==> src/rtl/interval_timer_channel_macros.svh <==
// Assertion macros for the interval timer channel.
// Used by interval_timer_channel.sv; expects clk and arst_n in scope.
`ifndef INTERVAL_TIMER_CHANNEL_MACROS_SVH
`define INTERVAL_TIMER_CHANNEL_MACROS_SVH

// Same-cycle implication, checked outside reset.
`define ITC_ASSERT_IMPL(label, ante, cons) \
	label: assert property (@(posedge clk) disable iff (!arst_n) (ante) |-> (cons)) \
		else $error("interval timer channel: assertion failed");

// Next-cycle implication, checked outside reset.
`define ITC_ASSERT_NEXT(label, ante, cons) \
	label: assert property (@(posedge clk) disable iff (!arst_n) (ante) |=> (cons)) \
		else $error("interval timer channel: assertion failed");

`endif

==> src/rtl/itc_pkg.sv <==
// Shared types and codes for the interval timer channel.
// No dependencies; imported by itc_core and interval_timer_channel.
`default_nettype none

package itc_pkg;

	localparam logic [1:0] KIND_WRITE = 2'd0;
	localparam logic [1:0] KIND_READ  = 2'd1;
	localparam logic [1:0] KIND_TICK  = 2'd2;

	localparam logic [1:0] PORT_DATA = 2'd0;
	localparam logic [1:0] PORT_CMD  = 2'd3;

	localparam logic [1:0] SEL_CH0      = 2'd0;
	localparam logic [1:0] ACCESS_LATCH = 2'd0;
	localparam logic [2:0] MODE_ONESHOT = 3'd0;

	typedef struct packed {
		logic [1:0] kind;
		logic [1:0] port;
		logic [7:0] write_data;
	} item_t;

	typedef struct packed {
		logic [7:0] read_data;
		logic       out_level;
		logic       irq_pulse;
	} result_t;

endpackage

`default_nettype wire

==> src/rtl/itc_core.sv <==
// Channel 0 counter state and per-beat update logic.
// Depends on itc_pkg; state advances only when en is high.
`default_nettype none

module itc_core import itc_pkg::*; (
	input  wire     clk,
	input  wire     arst_n,
	input  wire     en,
	input  item_t   item,
	output result_t res
);

	logic        periodic_q, periodic_d;
	logic [15:0] reload_q, reload_d;
	logic [15:0] count_q, count_d;
	logic        wr_hi_q, wr_hi_d;
	logic        rd_hi_q, rd_hi_d;
	logic [15:0] latch_q, latch_d;
	logic        latch_vld_q, latch_vld_d;
	logic        load_pend_q, load_pend_d;
	logic        counting_q, counting_d;
	logic        out_q, out_d;
	logic [7:0]  rd_byte;
	logic [15:0] count_dec;
	logic [15:0] rd_word;

	assign count_dec = count_q - 16'd1;
	assign rd_word   = latch_vld_q ? latch_q : count_q;

	always_comb begin
		periodic_d  = periodic_q;
		reload_d    = reload_q;
		count_d     = count_q;
		wr_hi_d     = wr_hi_q;
		rd_hi_d     = rd_hi_q;
		latch_d     = latch_q;
		latch_vld_d = latch_vld_q;
		load_pend_d = load_pend_q;
		counting_d  = counting_q;
		out_d       = out_q;
		rd_byte     = 8'd0;
		unique case (item.kind)
			KIND_WRITE: begin
				if (item.port == PORT_CMD && item.write_data[7:6] == SEL_CH0) begin
					if (item.write_data[5:4] == ACCESS_LATCH) begin
						if (!latch_vld_q) begin
							latch_d     = count_q;
							latch_vld_d = 1'b1;
						end
					end else begin
						// any mode other than 0 runs as rate generator
						periodic_d  = (item.write_data[3:1] != MODE_ONESHOT);
						counting_d  = 1'b0;
						load_pend_d = 1'b0;
						latch_vld_d = 1'b0;
						wr_hi_d     = 1'b0;
						rd_hi_d     = 1'b0;
						out_d       = (item.write_data[3:1] != MODE_ONESHOT);
					end
				end else if (item.port == PORT_DATA) begin
					if (!wr_hi_q) begin
						reload_d = {reload_q[15:8], item.write_data};
						wr_hi_d  = 1'b1;
						if (!periodic_q) begin
							counting_d = 1'b0;
							out_d      = 1'b0;
						end
					end else begin
						reload_d    = {item.write_data, reload_q[7:0]};
						wr_hi_d     = 1'b0;
						load_pend_d = 1'b1;
					end
				end
			end
			KIND_READ: begin
				if (item.port == PORT_DATA) begin
					if (!rd_hi_q) begin
						rd_byte = rd_word[7:0];
						rd_hi_d = 1'b1;
					end else begin
						rd_byte     = rd_word[15:8];
						rd_hi_d     = 1'b0;
						latch_vld_d = 1'b0;
					end
				end
			end
			KIND_TICK: begin
				priority if (load_pend_q && (!counting_q || !periodic_q)) begin
					count_d     = reload_q;
					load_pend_d = 1'b0;
					counting_d  = 1'b1;
					if (periodic_q)
						out_d = 1'b1;
				end else if (!counting_q) begin
					count_d = count_q;
				end else if (!periodic_q) begin
					count_d = count_dec;
					if (count_dec == 16'd0)
						out_d = 1'b1;
				end else if (count_q == 16'd1) begin
					// terminal count in rate mode: reload and end the low pulse
					count_d     = reload_q;
					load_pend_d = 1'b0;
					out_d       = 1'b1;
				end else begin
					count_d = count_dec;
					if (count_dec == 16'd1)
						out_d = 1'b0;
				end
			end
			default: begin
				rd_byte = 8'd0;
			end
		endcase
	end

	assign res.read_data = rd_byte;
	assign res.out_level = out_d;
	assign res.irq_pulse = out_d & ~out_q;

	always_ff @(posedge clk or negedge arst_n) begin
		if (!arst_n) begin
			periodic_q  <= 1'b0;
			reload_q    <= 16'd0;
			count_q     <= 16'd0;
			wr_hi_q     <= 1'b0;
			rd_hi_q     <= 1'b0;
			latch_q     <= 16'd0;
			latch_vld_q <= 1'b0;
			load_pend_q <= 1'b0;
			counting_q  <= 1'b0;
			out_q       <= 1'b0;
		end else if (en) begin
			periodic_q  <= periodic_d;
			reload_q    <= reload_d;
			count_q     <= count_d;
			wr_hi_q     <= wr_hi_d;
			rd_hi_q     <= rd_hi_d;
			latch_q     <= latch_d;
			latch_vld_q <= latch_vld_d;
			load_pend_q <= load_pend_d;
			counting_q  <= counting_d;
			out_q       <= out_d;
		end
	end

endmodule

`default_nettype wire

==> src/rtl/interval_timer_channel.sv <==
// Interval timer channel 0: each input beat passes the input register, then the
// result register. Throughput one beat per cycle, set by the state update in
// itc_core between the two registers, while out_stall holds no valid result.
// Asynchronous active-low reset clears all counter state, sets the core output low,
// and empties both registers; the registered out_level port itself is not reset.
`default_nettype none

`include "interval_timer_channel_macros.svh"

module interval_timer_channel import itc_pkg::*; (
	input  wire        clk,
	input  wire        arst_n,
	input  wire        in_valid,
	output logic       in_stall,
	input  wire  [1:0] kind,
	input  wire  [1:0] port,
	input  wire  [7:0] write_data,
	output logic       out_valid,
	input  wire        out_stall,
	output logic [7:0] read_data,
	output logic       out_level,
	output logic       irq_pulse
);

	logic    valid_s1;
	item_t   item_s1;
	logic    advance;
	logic    in_acc;
	result_t res;
	logic    out_valid_q;
	result_t res_q;

	assign advance  = valid_s1 && (!out_valid_q || !out_stall);
	assign in_stall = valid_s1 && !advance;
	assign in_acc   = in_valid && !in_stall;

	always_ff @(posedge clk or negedge arst_n) begin
		if (!arst_n) begin
			valid_s1 <= 1'b0;
		end else if (in_acc || advance) begin
			valid_s1 <= in_acc;
		end
	end

	always_ff @(posedge clk) begin
		if (in_acc) begin
			item_s1 <= '{kind: kind, port: port, write_data: write_data};
		end
	end

	itc_core u_core (
		.clk    (clk),
		.arst_n (arst_n),
		.en     (advance),
		.item   (item_s1),
		.res    (res)
	);

	always_ff @(posedge clk or negedge arst_n) begin
		if (!arst_n) begin
			out_valid_q <= 1'b0;
		end else if (advance) begin
			out_valid_q <= 1'b1;
		end else if (!out_stall) begin
			out_valid_q <= 1'b0;
		end
	end

	always_ff @(posedge clk) begin
		if (advance) begin
			res_q <= res;
		end
	end

	assign out_valid = out_valid_q;
	assign read_data = res_q.read_data;
	assign out_level = res_q.out_level;
	assign irq_pulse = res_q.irq_pulse;

	`ITC_ASSERT_IMPL(a_irq_high, out_valid_q && res_q.irq_pulse, res_q.out_level)
	`ITC_ASSERT_IMPL(a_stall_cause, in_stall, valid_s1 && out_valid_q && out_stall)
	`ITC_ASSERT_NEXT(a_beat_lands, advance, out_valid_q)

endmodule

`default_nettype wire
==> config.mk <==
export PLATFORM = sky130hd
export DESIGN_NAME = interval_timer_channel
export DESIGN_NICKNAME = d
export VERILOG_FILES = /design/src/rtl/itc_pkg.sv /design/src/rtl/itc_core.sv /design/src/rtl/interval_timer_channel.sv
export VERILOG_INCLUDE_DIRS = /design/src /design/src/rtl
export SDC_FILE = /design/constraint.sdc
export NUM_CORES = 1
export LEC_CHECK = 0
export CAP_MARGIN = 10
export CORE_ASPECT_RATIO = 0.5
export CORE_MARGIN = 2
export CORE_UTILIZATION = 60
export DETAILED_ROUTE_END_ITERATION = 7
export DONT_BUFFER_PORTS = 1
export GPL_ROUTABILITY_DRIVEN = 0
export PLACE_DENSITY_LB_ADDON = 0.15
export RECOVER_POWER = 100
export SYNTH_ARGS = -nofsm -noshare
export SYNTH_HDL_FRONTEND = slang
export SYNTH_SLANG_ARGS = --single-unit
==> constraint.sdc <==
create_clock -name clk -period 6.85 [get_ports clk]
set_input_delay 0.685 -clock clk [delete_from_list [all_inputs] [get_ports clk]]
set_output_delay 0.685 -clock clk [all_outputs]
set_load 0.05 [all_outputs]
======== Yosys cells after proc, flatten, opt, wreduce, memory -nomap -nowiden ========
Cells that the tools add are included.
storage, ports and cells
  bits in registers ....................... 79
  bits in latches ......................... 0
  bits in writable memories ............... 0
  ROM bits ................................ 0
  input bits .............................. 16
  output and inout bits ................... 12
  memories kept ........................... 0
operators by class
  add/sub/neg operators ................... 1
  multipliers ............................. 0
  divide/modulo/power cells ............... 0
  order comparisons ....................... 0
  equality and inequality tests ........... 20
  shift-type cells ........................ 0
  multiplexer cells ....................... 48
  bitwise logic cells ..................... 5
  reduce and logical (&&, ||, !) cells .... 35
operator list
  cell                     number
  $mux W16                 5
  $mux W1                  37
  $eq A16 B1 Y1 const B    2
  $reduce_and A5 Y1        4
  $logic_not A16 Y1        1
  $sub A16 B1 Y16 const B  1
  $ne A3 B1 Y1 const B     5
  $reduce_and A4 Y1        3
  $ne A2 B1 Y1 const B     5
  $pmux W1 S2              5
  $ne A3 B3 Y1 const B     3
  $logic_not A2 Y1         4
  $mux W8                  1
  $reduce_and A8 Y1        1
  $reduce_bool A2 Y1       4
  $reduce_and A7 Y1        1
  $logic_not A1 Y1         6
  $logic_and A1 B1 Y1      5
  $eq A2 B2 Y1 const B     2
  $ne A2 B2 Y1 const B     2
  $not A1 Y1               4
  $logic_or A1 B1 Y1       3
  $reduce_and A3 Y1        1
  $reduce_bool A3 Y1       1
  other kinds (3)          3

======== Longest topological paths before layout ========
Gate-level depths: netlist (run 1).
  word-level depth ........................ 9
  depth in mapped cells ................... 10
  mapped depth without buffers ............ 9

======== Cells and area by module ========
Synthesis (run 1) repeated with hierarchy kept, for this count alone.
second synthesis, totals
  cell total of the unflattened synthesis .. 363
  area, all modules ....................... 4057.6 µm²
modules (own cells, without submodules)
  module                  instances  cells an instance  area an instance (µm²)
  itc_core                1          333                3304.4
  interval_timer_channel  1          30                 753.2

======== Worst setup path after synthesis (run 1) ========
No wires, ideal clock.
  kind .................................... reg2reg
  from .................................... reg u_core.count_q[0]
  to ...................................... reg res_q (netlist bit irq_pulse) (data pin)
  arrival ................................. 2.531 ns
  data required time ...................... 6.692 ns
  slack ................................... 4.160 ns
  stages on the path, launching flop included .. 11
  path buffers ............................ 1
  period minus slack after synthesis ...... 2.690 ns
  cells stage by stage .................... dfrtp_1 > buf_2 > inv_1 > ha_1 > or3b_4 > o32a_1 > o32a_1 > nor4_2 > nand4_1 > a21bo_2 > a211oi_2
RTL lines
  element                   line                          text
  start: declaration        itc_core.sv:15                logic [15:0] count_q, count_d;
  start signal: assignment  itc_core.sv:136               count_q <= count_d;
  end signal: assignment    interval_timer_channel.sv:71  res_q <= res;
  end: declaration          interval_timer_channel.sv:31  result_t res_q;

======== Worst setup path after layout (run 1) ========
  from .................................... reg u_core.count_q[4]
  to ...................................... reg u_core.count_q[15]
on the way
  cells in the longest elaborated chain, start to end .. 5
RTL lines
  element                                                  line                             text
  $sub A16 B1 Y16 / $eq A16 B1 Y1 (equally long branches)  itc_core.sv:27, itc_core.sv:100
  $mux W16                                                 itc_core.sv:100                  end else if (count_q == 16'd1) begin
  $mux W16 (*)                                             itc_core.sv:96                   end else if (!periodic_q) begin
  $mux W16 (*)                                             itc_core.sv:94                   end else if (!counting_q) begin
  $mux W16 (*)                                             itc_core.sv:88                   priority if (load_pend_q && (!counting_q || !periodic_q)) begin
Every way passes the cells marked *; elsewhere a longest branch is shown, timed or not. The select of a mux whose other input is x is not followed.
A chain may end at the register's enable or synchronous reset.

==> results.py, run 1 <==
metrics = {
    "outcome": {
        "status": "finished, final reports clean",
    },
    "cts": {
        "cts.sinks": 79,
        "cts_hold_buf": 0,
        "clk_latency_ns": 0.34,
        "postCtsSetupRepairBufs": 0,
        "cts_tree": "done",
        "clockBufferDepth": 2,
        "ctsResizeCount": 0,
        "cts_made_buffers": 9,
        "htreeDepth": 3,
        "cts-root-buf": "clkbuf_16",
        "clk_pin_slew_ns": 0.06,
    },
    "job": {
        "cap_violations": 0,
    },
    "floorplan": {
        "placementRows": 20,
        "io_pins": 28,
        "die_h_um": 61.5,
        "dieArea_um2": 7320,
        "die_x_um": 119,
        "core-area_um2": 6230,
        "start_util": 0.637,
    },
    "yosys": {
        "synth_cells": 363,
        "ys_dominant_reg_cell": "dfrtp_1",
        "yosysTopAreaCellShare": 0.360,
        "synth_mux_area_frac": 0.136,
        "yosys.area.top_type": "dfrtp_1",
        "syn-cell-area_um2": 3970,
        "syn_avg_cell_area_um2": 10.9,
        "yosysMostFrequentCell": "dfrtp_1",
        "netlist_top_cells_area": "dfrtp_1 36%, edfxtp_1 17%, mux2_2 8.8%",
        "synth_compound_area_frac": 0.133,
        "yosys.area_share.adder": 0.00946,
        "ys_warn_count": 0,
        "yosys.area_share.simple": 0.160,
        "synth-xor-area-share": 0.00221,
        "synthArstFlopShare": 0.722,
        "synth-seq-area-share": 0.526,
        "synth-seq-cells": 79,
        "synth_edf_count": 22,
        "ys_types": 50,
        "syn_nets": 382,
        "synth_top_family_by_area": "simple AND/OR/NAND/NOR gates",
        "synthTopCellsByCount": "57 x dfrtp_1, 31 x mux2_2, 29 x nand2_1",
    },
    "global_route": {
        "grt_pass1_vias": 2611,
        "overflow": 0,
        "grt_pass1_wl_um": 13900,
        "antenna_found_initial": 0,
        "track_usage": 0.261,
        "grt_max_degree": 58,
    },
    "finish": {
        "diodes": 0,
        "area_delta_synth_final_pct": 8.04,
        "nets": 369,
        "final-seq-area_um2": 2090,
        "drive_gt1_frac": 0.163,
        "fillerInstances": 456,
        "fin_cells": 443,
        "multiInputGateArea_um2": 1740,
    },
    "placement": {
        "hpwl_um": 6240,
        "dp.cells": 427,
        "portBuffers": 0,
    },
    "power_and_ir_drop": {
        "power_leakage_nw": 1.75,
        "vdd_ir_drop_max_uv": 213,
        "powerDensity_nw_per_um2": 318,
        "p_total_mw": 1.36,
    },
    "route": {
        "drt-wirelength-per-cell_um": 20.0,
        "drt_pass1_iterations": 6,
        "route.antenna.remaining_nets": 0,
        "post_drt_via_cell_ratio": 6.50,
        "num_vias": 2879,
        "routed_wl_um": 8840,
        "drc": 0,
        "drtIter0Drc": 269,
    },
    "sta": {
        "tns_ns": 0,
        "hold_viol": 0,
        "worst_pin_slew_ns": 1.10,
        "finalSetupViolCount": 0,
        "slew-limit-headroom": 0.268,
        "period_share": 0.466,
        "rsz0062_at_grt": "false",
        "maxSlewViolCount": 0,
        "finalCriticalPeriod_ns": 3.19,
        "finClkSkew_ns": 0.00769,
        "fmax_ghz": 0.313,
    },
    "setup_path": {
        "required_ns": 7.11,
        "cp-start-kind": "register",
        "cp-startpoint": "u_core.count_q[4]$_DFFE_PN0P_",
        "r2r_cells": 7,
        "worstSetupPathType": "reg2reg",
        "end_kind": "register",
        "reg2reg_slack_ns": 3.66,
        "r2r-start": "u_core.count_q[4]$_DFFE_PN0P_",
        "worstPathCellList": "nor3_1 > and4_1 > a22o_1 > nor2_1 > nand3_1 > o21ai_0 > a21oi_1",
        "critPathMaxFanout": 35,
        "setup.worst_path.end": "u_core.count_q[15]$_DFFE_PN0P_",
        "arrival_ns": 3.45,
        "critPathMaxStageDelay_ns": 0.89,
        "critPathSlowestCell": "a22o_1",
        "r2r_end": "u_core.count_q[15]$_DFFE_PN0P_",
    },
    "worst_hold_path": {
        "min_path_type": "in2async",
    },
}
## worst min-delay path by stage
stage                                      end  slack [ns]  cells after the start
4_1_cts         u_core.count_q[11]$_DFFE_PN0P_        0.03                      0
3_3_place_gp   u_core.reload_q[11]$_DFFE_PN0P_        0.39                      0
5_1_grt         u_core.reload_q[7]$_DFFE_PN0P_        0.03                      0
3_5_place_dp    u_core.reload_q[3]$_DFFE_PN0P_        0.39                      0
2_1_floorplan            out_valid$_DFFE_PN0P_        0.39                      0
6_report        u_core.count_q[11]$_DFFE_PN0P_        0.04                      0
## state kept, by name, summed over array words and instances (netlist names)
signal	flops
u_core.count_q	16
u_core.latch_q	16
u_core.reload_q	16
item_s1	12
read_data	8
irq_pulse	1
out_level	1
out_valid	1
u_core.counting_q	1
u_core.latch_vld_q	1
u_core.load_pend_q	1
u_core.out_q	1
u_core.periodic_q	1
u_core.rd_hi_q	1
u_core.wr_hi_q	1
valid_s1	1
## layout by cell type (no fill, tap or decap), types with 8 or more instances in the layout
| cell | count |
|---|---|
| nor3_1 | 13 |
| dfrtp_1 | 57 |
| mux4_2 | 8 |
| nor4_1 | 10 |
| edfxtp_1 | 22 |
| o21ai_0 | 33 |
| nand3_1 | 9 |
| mux2_2 | 31 |
| a21oi_1 | 23 |
| nor2_1 | 26 |
| clkbuf_16 | 9 |
| nor2b_1 | 8 |
| nand2_1 | 29 |
## report_power, final
part / switching, mW / internal (mW) / total (mW) / leakage [nW]
combinational: 0.110 / 0.0988 / 0.208 / 0.625
clock: 0.175 / 0.329 / 0.504 / 0.150
sequential: 0.106 / 0.544 / 0.650 / 0.974
total: 0.390 / 0.972 / 1.36 / 1.75
## cell type report
class                   instances  area share
flip-flops and latches         79       0.487
clock buffers                  13      0.0584
multi-input cells             253       0.406
clock inverters                 3      0.0158
repair buffers                  1     0.00175
inverters                       6     0.00526
well taps                      88      0.0257
## critical path: cells and delay by family (launching register included)
family,cells,cell delay (ns)
flops,1,0.48
simple gates,4,1.47
compound gates,3,1.16
## stage by stage
step           hold WS (ns)  utilization  instance area [um^2]  setup slack, ns
2_1_floorplan         0.389            -                  3970             4.16
3_3_place_gp          0.391        0.638                  3980             3.88
3_5_place_dp          0.390        0.638                  3980             3.73
4_1_cts              0.0342        0.689                  4290             3.74
5_1_grt              0.0288        0.688                  4290             3.34
6_report             0.0407        0.688                  4290             3.66
## logic make-up (layout without fill, tap and decap cells)
logic type,Yosys count,in the layout
simple gates,123,123
compound gates,86,86
flops,79,79
mux,40,40
buf+inv,31,23
fa+ha+maj,3,3
xor+xnor,1,1
## layer usage
metal  share of wire  vias to the layer above  global-route usage
li1                -                     1321                   -
met1            0.46                     1407               0.367
met2            0.44                      135               0.404
met3           0.077                       16              0.0602
met4           0.018                        0               0.104
met5               0                        -                   0
(Power assumes the default switching activity.)
==> inputs of run 2 (changes only) <==
Settings changed: ABC_AREA set to 1.
Clock period 6.85 ns to 3 ns, I/O delays scaled along.
==> results.py, run 2 <==
metrics = {
    "sta": {
        "maxSlewViolCount": 0,
        "finClkSkew_ns": 0.00491,
        "holdWs_ns": 0.0564,
        "rsz0062_at_grt": "false",
        "finalCriticalPeriod_ns": 2.58,
        "slew-limit-headroom": 0.0685,
        "worst_pin_slew_ns": 1.40,
        "fmax_ghz": 0.387,
        "tns_ns": 0,
        "period_share": 0.861,
        "finalSetupViolCount": 0,
        "hold_viol": 0,
    },
    "route": {
        "drc": 0,
        "num_vias": 3186,
        "post_drt_via_cell_ratio": 5.72,
        "routed_wl_um": 8630,
        "drt-wirelength-per-cell_um": 15.5,
        "drt_pass1_iterations": 5,
        "route.antenna.remaining_nets": 0,
        "drtIter0Drc": 251,
    },
    "global_route": {
        "grt_pass1_wl_um": 14600,
        "grt_pass1_vias": 3012,
        "track_usage": 0.269,
        "grt_max_degree": 58,
        "antenna_found_initial": 0,
        "overflow": 0,
    },
    "yosys": {
        "syn-cell-area_um2": 3950,
        "synth_edf_count": 22,
        "syn_avg_cell_area_um2": 8.57,
        "yosysTopAreaCellShare": 0.361,
        "synthArstFlopShare": 0.722,
        "synth-seq-cells": 79,
        "netlist_top_cells_area": "dfrtp_1 36%, edfxtp_1 17%, nand2_1 8.8%",
        "synth-seq-area-share": 0.528,
        "syn_nets": 480,
        "ys_types": 31,
        "ys_dominant_reg_cell": "dfrtp_1",
        "synth_cells": 461,
        "yosysMostFrequentCell": "nand2_1",
        "synthTopCellsByCount": "93 x nand2_1, 63 x nor2_1, 61 x o21ai_0",
        "yosys.area.top_type": "dfrtp_1",
        "ys_warn_count": 0,
    },
    "cts": {
        "clk_pin_slew_ns": 0.06,
        "cts.sinks": 79,
        "clk_latency_ns": 0.34,
        "cts_made_buffers": 9,
        "clockBufferDepth": 2,
        "htreeDepth": 3,
        "postCtsSetupRepairBufs": 0,
        "cts-root-buf": "clkbuf_16",
        "cts_tree": "done",
    },
    "setup_path": {
        "end_kind": "register",
        "critPathSlowestCell": "nand3_1",
        "worstPathCellList": "nand2_1 > inv_1 > nor2_1 > inv_1 > nor2_1 > nand3_1 > mux2_2",
        "required_ns": 3.22,
        "critPathMaxStageDelay_ns": 0.66,
        "worstSetupPathType": "reg2reg",
        "arrival_ns": 2.80,
        "critPathMaxFanout": 17,
        "cp-start-kind": "register",
    },
    "floorplan": {
        "die_h_um": 61.4,
        "dieArea_um2": 7290,
        "start_util": 0.637,
        "core-area_um2": 6210,
        "die_x_um": 119,
        "placementRows": 20,
        "io_pins": 28,
    },
    "finish": {
        "nets": 483,
        "area_delta_synth_final_pct": 9.12,
        "fillerInstances": 519,
        "layout_commonest_cell": "nand2_1",
        "final_cell_mix": "93 x nand2_1, 69 x o21ai_0, 66 x nor2_1, 57 x dfrtp_1, 50 x inv_1",
        "reg_top3": "u_core.count_q x16, u_core.latch_q x16, u_core.reload_q x16",
        "fin_util": 0.695,
        "diodes": 0,
        "fin_area_um2": 4310,
        "multiInputGateArea_um2": 1610,
        "final-seq-area_um2": 2090,
        "drive_gt1_frac": 0.0981,
    },
    "placement": {
        "hpwl_um": 6360,
        "portBuffers": 0,
        "place_area_um2": 4040,
    },
    "power_and_ir_drop": {
        "power_frac_comb": 0.331,
        "power_leakage_nw": 1.96,
        "vdd_ir_drop_max_uv": 575,
        "swShare": 0.402,
        "p_int_mw": 2.39,
        "p_total_mw": 3.99,
        "powerDensity_nw_per_um2": 924,
        "clockPowerShare": 0.254,
        "seq_power_share": 0.416,
        "power_switching_mw": 1.60,
    },
    "outcome": {
        "status": "finished, final reports clean",
    },
    "worst_hold_path": {
        "min_path_type": "in2reg",
    },
    "job": {
        "cap_violations": 0,
    },
}
run 2: final timing paths:
path                       slack (ns)                        endpoint  cells after the start                  start
setup / recovery                 0.42   u_core.latch_q[9]$_DFFE_PN0P_                      7  out_valid$_DFFE_PN0P_
hold / removal                   0.06            item_s1[9]$_DFFE_PP_                      0                port[1]
setup reg to reg                 0.42   u_core.latch_q[9]$_DFFE_PN0P_                      7  out_valid$_DFFE_PN0P_
hold reg to reg                  0.47           out_valid$_DFFE_PN0P_                      2   valid_s1$_DFFE_PN0P_
max in group asynchronous        1.33   u_core.counting_q$_DFFE_PN0P_                      2                 arst_n
min in group asynchronous        0.83  u_core.reload_q[8]$_DFFE_PN0P_                      2                 arst_n
run 2: kinds of logic (layout without fill, tap and decap cells):
logic type      Yosys count  after routing  synth area share
simple gates            200            200             0.217
compound gates           94             94             0.129
flops                    79             79             0.528
buf+inv                  65             73            0.0630
mux                      15             15            0.0427
xor+xnor                  5              5            0.0111
fa+ha+maj                 3              3           0.00950
run 2: power by group through the flow:
stage / sequential, mW / clock (mW) / combinational (mW)
floorplan: 1.57 / 0 / 1.04
global placement: 1.66 / 0 / 1.25
detailed placement: 1.67 / 0 / 1.29
CTS: 1.65 / 1.03 / 1.32
global route: 1.70 / 1.08 / 1.49
finish: 1.66 / 1.01 / 1.32
run 2: layout make-up:
cell class | instances | share of cell area
clock buffers | 13 | 0.0603
clock inverters | 3 | 0.00406
inverters | 51 | 0.0444
multi-input cells | 317 | 0.373
flip-flops and latches | 79 | 0.484
well taps | 88 | 0.0255
repair buffers | 6 | 0.00870
run 2: critical path, delay by kind of cell (launching register included):
| family | cells | cell delay, ns |
|---|---|---|
| buffers and inverters | 2 | 0.18 |
| muxes | 1 | 0.54 |
| DFF | 1 | 0.56 |
| and+or+nand+nor | 4 | 1.17 |
run 2: what timing repair did:
action | in CTS | in global routing
gates resized for setup | 0 | 0
hold endpoints to repair | 57 | 0
hold buffers | 2 | 0
run 2: stage by stage:
stage                     worst slack [ns]  std cells
after floorplan                      0.784        461
after global placement               0.735        539
after CTS                            0.583        557
after global routing                 0.150        557
final                                0.417        557
after detailed placement             0.611        539
run 2: routing by layer:
metal,routed length (um),global-route usage
met5,0,0
met4,110,0.0799
met3,749,0.0870
met2,3740,0.417
met1,4020,0.370
==> inputs of run 3 (changes only) <==
Settings changed: CORE_ASPECT_RATIO 0.5 to 2.
==> results.py, run 3 (synthesis results as in run 2) <==
metrics = {
    "finish": {
        "layout_commonest_cell": "nand2_1",
        "reg_top3": "u_core.count_q x16, u_core.latch_q x16, u_core.reload_q x16",
        "fin_area_um2": 4300,
        "multiInputGateArea_um2": 1610,
        "fillerInstances": 548,
        "final_cell_mix": "94 x nand2_1, 69 x o21ai_0, 66 x nor2_1, 57 x dfrtp_1, 50 x inv_1",
        "area_delta_synth_final_pct": 8.77,
        "diodes": 0,
        "final-seq-area_um2": 2090,
        "drive_gt1_frac": 0.0938,
        "nets": 483,
    },
    "placement": {
        "dp_slack_ns": 0.631,
        "place_area_um2": 4040,
        "hpwl_um": 6290,
        "portBuffers": 0,
    },
    "cts": {
        "cts.sinks": 79,
        "cts_tree": "done",
        "clk_pin_slew_ns": 0.05,
        "clockBufferDepth": 2,
        "ctsResizeCount": 0,
        "cts-root-buf": "clkbuf_16",
        "clk_latency_ns": 0.34,
        "cts_hold_buf": 2,
        "postCtsSetupRepairBufs": 0,
        "htreeDepth": 3,
        "cts_made_buffers": 9,
    },
    "route": {
        "routed_wl_um": 8810,
        "route.antenna.remaining_nets": 0,
        "drt-wirelength-per-cell_um": 15.9,
        "drtIter0Drc": 255,
        "num_vias": 3121,
        "post_drt_via_cell_ratio": 5.62,
        "drc": 0,
        "drt_pass1_iterations": 4,
    },
    "floorplan": {
        "dieArea_um2": 7290,
        "die_x_um": 61.4,
        "die_h_um": 119,
        "io_pins": 28,
        "start_util": 0.621,
        "core-area_um2": 6360,
        "placementRows": 41,
    },
    "setup_path": {
        "critPathMaxStageDelay_ns": 0.41,
        "cp-start-kind": "register",
        "end_kind": "register",
        "cp_num_buf_inv": 2,
        "path_common_cell": "nand2_1",
        "critPathMaxFanout": 6,
        "worstSetupPathType": "reg2reg",
        "arrival_ns": 2.66,
        "critPathTopFamily": "simple AND/OR/NAND/NOR gates",
        "required_ns": 3.10,
        "critPathSlowestCell": "dfrtp_1",
        "worstPathCellList": "inv_1 > ha_1 > nand2_1 > nor2_1 > nand2_1 > nand2_1 > nand2_1 > nor2_1 > nand2_1 > nor2_1 > nand2_1 > nand2_1 > nand2_1 > nand2_1 > nand2_1 > nand2_1 > nand2_1 > nand2_2 > inv_1",
    },
    "power_and_ir_drop": {
        "p_total_mw": 3.96,
        "powerDensity_nw_per_um2": 922,
        "swShare": 0.404,
        "p_int_mw": 2.36,
        "clockPowerShare": 0.248,
        "vdd_ir_drop_max_uv": 564,
        "seq_power_share": 0.416,
        "power_switching_mw": 1.60,
        "power_frac_comb": 0.335,
        "power_leakage_nw": 1.95,
    },
    "sta": {
        "maxSlewViolCount": 0,
        "period_share": 0.854,
        "hold_viol": 0,
        "finalCriticalPeriod_ns": 2.56,
        "slew-limit-headroom": 0.0546,
        "finClkSkew_ns": 0.00668,
        "tns_ns": 0,
        "worst_pin_slew_ns": 1.42,
        "rsz0062_at_grt": "false",
        "worst_slack_ns": 0.439,
        "holdWs_ns": 0.0580,
        "finalSetupViolCount": 0,
        "fmax_ghz": 0.390,
    },
    "job": {
        "cap_violations": 0,
    },
    "global_route": {
        "grt_max_degree": 58,
        "track_usage": 0.278,
        "overflow": 0,
        "grt_pass1_vias": 3079,
        "antenna_found_initial": 0,
        "grt_pass1_wl_um": 14700,
    },
    "outcome": {
        "status": "finished, final reports clean",
    },
    "worst_hold_path": {
        "min_path_type": "in2reg",
    },
}
[run 3: cell types whose count changed in the layout (fill, tap and decap cells not counted)]
cell and change:
clkbuf_1 +1, clkbuf_8 -1, clkinv_2 -1, inv_4 +1
nand2_1 +1, nand2_2 -1
[run 3: final timing paths]
path | start | end | slack (ns) | depth (start not counted)
max in group asynchronous | arst_n | u_core.reload_q[1]$_DFFE_PN0P_ | 1.29 | 2
setup reg to reg | u_core.count_q[0]$_DFFE_PN0P_ | out_level$_DFFE_PP_ | 0.44 | 19
hold / removal | kind[1] | item_s1[11]$_DFFE_PP_ | 0.06 | 0
setup / recovery | u_core.count_q[0]$_DFFE_PN0P_ | out_level$_DFFE_PP_ | 0.44 | 19
min in group asynchronous | arst_n | u_core.count_q[15]$_DFFE_PN0P_ | 0.84 | 2
hold reg to reg | valid_s1$_DFFE_PN0P_ | out_valid$_DFFE_PN0P_ | 0.47 | 2
[run 3: per-stage QoR]
| stage | utilization | cells |
|---|---|---|
| global route | 0.676 | 555 |
| floorplan | - | 461 |
| detailed placement | 0.635 | 537 |
| finish | 0.676 | 555 |
| global placement | 0.635 | 537 |
| CTS | 0.683 | 555 |
[run 3: worst reg2reg max path, stage by stage (launching register included)]
cell and delay, ns:
dfrtp_1 0.41, inv_1 0.17, ha_1 0.23, nand2_1 0.17, nor2_1 0.24, nand2_1 0.10
nand2_1 0.06, nand2_1 0.06, nor2_1 0.10, nand2_1 0.08, nor2_1 0.13, nand2_1 0.09
nand2_1 0.06, nand2_1 0.05, nand2_1 0.05, nand2_1 0.05, nand2_1 0.09, nand2_1 0.07
nand2_2 0.08, inv_1 0.04
[run 3: routing by layer]
metal	share of wire	global-route usage	wire, um
met5	0	0	0
met4	0.047	0.148	412
met3	0.038	0.0755	338
met2	0.54	0.456	4740
met1	0.38	0.313	3310
[run 3: power by group through the flow]
stage / Combinational (mW) / Sequential (mW) / Clock (mW)
after CTS: 1.34 / 1.64 / 0.997
after detailed placement: 1.31 / 1.66 / 0
after global placement: 1.30 / 1.65 / 0
final: 1.33 / 1.65 / 0.984
after floorplan: 1.04 / 1.57 / 0
after global routing: 1.51 / 1.68 / 1.05
[run 3: final cells by class]
cell class                      count  area share
Clock inverter                      3     0.00437
Clock buffer                       13      0.0582
Sequential cell                    79       0.485
Multi-Input combinational cell    317       0.374
Inverter                           51      0.0445
Timing Repair Buffer                6     0.00873
Tap cell                           86      0.0250
